==> src/hw/rtl/haar_subband_analysis_top_macros.svh <==
// assertion macros used by the top-level rtl file
`ifndef HAAR_SUBBAND_ANALYSIS_TOP_MACROS_SVH
`define HAAR_SUBBAND_ANALYSIS_TOP_MACROS_SVH

// checked property, held off while reset is asserted
`define HSA_ASSERT(lbl, clk, rst_n, prop, msg) \
  lbl: assert property (@(posedge clk) disable iff (!rst_n) (prop)) else $error(msg);

// checked property that also holds during reset
`define HSA_ASSERT_ALWAYS(lbl, clk, prop, msg) \
  lbl: assert property (@(posedge clk) (prop)) else $error(msg);

`endif

==> src/hw/rtl/hsa_ram.sv <==
module hsa_ram #(
  parameter  int unsigned Width = 8,
  parameter  int unsigned Depth = 2,
  localparam int unsigned AddrW = (Depth > 1) ? $clog2(Depth) : 1
) (
  input  logic             clk_i,
  input  logic             we_i,
  input  logic [AddrW-1:0] waddr_i,
  input  logic [Width-1:0] wdata_i,
  input  logic             re_i,
  input  logic [AddrW-1:0] raddr_i,
  output logic [Width-1:0] rdata_o
);

  logic [Width-1:0] mem_q [Depth];
  logic [Width-1:0] rdata_q;

  // single write port, registered read port holding its last word
  always_ff @(posedge clk_i) begin
    if (we_i) begin
      mem_q[waddr_i] <= wdata_i;
    end
    if (re_i) begin
      rdata_q <= mem_q[raddr_i];
    end
  end

  assign rdata_o = rdata_q;

endmodule

==> config.mk <==
export PLATFORM = sky130hd
export DESIGN_NAME = hsa_ram
export DESIGN_NICKNAME = d
export VERILOG_FILES = /design/src/hw/rtl/haar_subband_analysis_top_macros.svh /design/src/hw/rtl/hsa_ram.sv
export SDC_FILE = /design/constraint.sdc
export NUM_CORES = 1
export LEC_CHECK = 0
export ABC_AREA = 1
export BUFFER_PORTS_ARGS = -buffer_cell sky130_fd_sc_hd__buf_2
export CAP_MARGIN = 40
export CELL_PAD_IN_SITES_DETAIL_PLACEMENT = 2
export CELL_PAD_IN_SITES_GLOBAL_PLACEMENT = 2
export CORE_ASPECT_RATIO = 0.7
export CORE_UTILIZATION = 39
export CTS_BUF_LIST = sky130_fd_sc_hd__clkbuf_4
export DETAILED_ROUTE_END_ITERATION = 6
export MAX_ROUTING_LAYER = met4
export PLACE_DENSITY = 0.92
export SYNTH_ARGS = -nofsm -noshare
export SYNTH_HDL_FRONTEND = slang
export SYNTH_SLANG_ARGS = --single-unit
==> constraint.sdc <==
create_clock -name clk_i -period 2.4 [get_ports clk_i]
set_clock_uncertainty 0.15 [all_clocks]
set_input_delay 0.12 -clock clk_i [delete_from_list [all_inputs] [get_ports clk_i]]
set_output_delay 0.12 -clock clk_i [all_outputs]
set_load 0.01 [all_outputs]
==> results.txt <==
die area - 2350 um^2
Clock transition at path regs - 0.12 ns
H-tree Lvls - 1
Total Power - 0.854 mW
CP Launch Type - register
IO Port Bufs - 20
Crit. End Element - output port
final hold vios - 0
number of buffers and inverters on the critical path - 1
kind of critical path - reg2out
fin crit share - 46.7%
post-synthesis cell count - 54
CTS tree - done
Iter 0 DRT Violations - 12
drt pass-1 iters - 6
Fillers - 177
post-synth top area share - 85.7%
Clock Path Buffers - 2
post-CTS setup buffers - 0
Worst slew margin - 56.0%
Initial Utilization - 43.4%
Final #Nets - 100
# hold bufs at CTS - 9
crit-path max cell delay - 0.39 ns
total CTS buffers - 3
TNS Setup - 0 ns
delay-heaviest family, CP - flip-flops
worst path required time - 2.13 ns
Mapped Avg Cell Area - 15.6 um^2
Seq/Total Area, Yosys - 85.7%
DRC Markers - 3
VDD IR max - 495 uV
hold crit path type - in2reg
Final setup viols - 0
CP max stage cell - edfxtp_1
share of layout cells above drive strength 1 - 29.1%
LEAKAGE - 0.467 nW
Cell variety after synth - 6
Die X-Extent - 57.5 um
Worst-Margin Slew - 0.657 ns
Synth Net Count - 67
wire length per cell after detailed routing - 14.0 um
Syn Std Cell Area - 841 um^2
initial antenna violation count - 0
# Max-Cap Violations - 0
fmax - 892 MHz
num rows - 13
Yosys reg bits - 24
Pwr Density - 777 nW/um^2
GP Congestion - 0.749
later-pin clock latency in the skew report - 0.32 ns
number of global-route vias before repair - 493
status - finished, violations left
Clock Tree Root - clkbuf_4
IO Pins - 21
DRT antenna net count - 0
Vias - 486
DP HPWL - 1080 um
first-pass GRT wire length - 2290 um
total gr overflow - 0
final wirelength - 1510 um
RSZ-0062 raised after global routing - false
die height - 40.8 um
Clock Sinks - 24
Min Clock Period, post-route - 1.12 ns
failing checks - design-rule violations
ranking of synthesized cells by area - edfxtp_1 (86%), nand2_1 (11%), buf_6 (1.3%)
Pins Over Slew Limit - 0
Avg Vias per Cell - 4.50
total number of yosys warnings - 0
WP data arrival - 0.85 ns
Core Region - 1940 um^2
largest net degree at the start of global routing - 15
Worst Path Max Fanout - 1
Layout area overhead - 30.8%
antenna diode count - 0
dominant cell type by area after synthesis - edfxtp_1
GRT Overall Usage - 15.8%
CP cell instances - buf_2
post_cts resized - 0
-- per-layer routing --
metal / wire length, um / GRT usage (%) / share of wire [%] / vias to the layer above
met3: 88 / 6.62 / 5.8 / 0
met1: 682 / 18.5 / 45 / 221
li1: - / - / - / 247
met5: 0 / - / 0 / -
met4: 0 / 5.49 / 0 / 0
met2: 743 / 25.3 / 49 / 18
-- Yosys cell counts --
master,n
inv_2,1
edfxtp_1,24
nand2_1,25
inv_1,2
buf_6,1
nor2_1,1
-- flip-flops by register name (all words and copies together) (netlist names) --
name	count
rdata_o	8
mem_q	16
-- placed cells by master, fill, tap and decap left out, drive strengths merged --
cell type	Yosys	final
bufinv	0	1
nand2	25	25
inv	3	3
edfxtp	24	24
buf	1	20
nor2	1	1
dlygate4sd3	0	9
clkbuf	0	3
-- per-stage QoR --
stage | setup slack, ns | hold WS (ns) | util, % | instances | cell area [um^2]
3_5_place_dp | 1.14 | 0.164 | 49.5 | 95 | 957
2_1_floorplan | 1.37 | 0.0689 | - | 54 | 841
3_3_place_gp | 1.20 | 0.160 | 49.5 | 95 | 957
4_1_cts | 1.26 | 0.0506 | 56.8 | 108 | 1100
5_1_grt | 1.23 | 0.0734 | 56.8 | 108 | 1100
6_report | 1.28 | 0.0623 | 56.8 | 108 | 1100
-- cell type report --
class                           count  area [um^2]  share of cell area [%]
Tap cell                           22         27.5                    2.50
Inverter                            3         11.3                    1.02
Clock buffer                        3         22.5                    2.05
Multi-Input combinational cell     26         97.6                    8.87
Sequential cell                    24          721                    65.5
Clock inverter                      1         30.0                    2.73
Timing Repair Buffer               29          190                    17.3
-- cells by family after synthesis --
| logic type | share of synthesized area, % |
|---|---|
| flip-flops | 85.7 |
| AND/OR/NAND/NOR | 11.6 |
| buffers and inverters | 2.68 |
-- final timing paths --
path | to | start | cells past startpoint | slack, ns
min | rdata_o[0] | raddr_i | 3 | 0.06
max reg2reg | rdata_o[4] | mem_q[0][4] | 2 | 1.44
max | rdata_o[4] | rdata_o[4] | 1 | 1.28
min reg2reg | rdata_o[6] | mem_q[0][6] | 2 | 0.39
-- where the power goes --
part	internal [mW]	leakage [nW]	total [mW]	switching, mW
Clock	0.169	0.0279	0.289	0.120
Sequential	0.494	0.230	0.503	0.00849
Combinational	0.0286	0.209	0.0625	0.0339
Total	0.692	0.467	0.854	0.162
No activity file was read; power rests on OpenSTA's default activity.
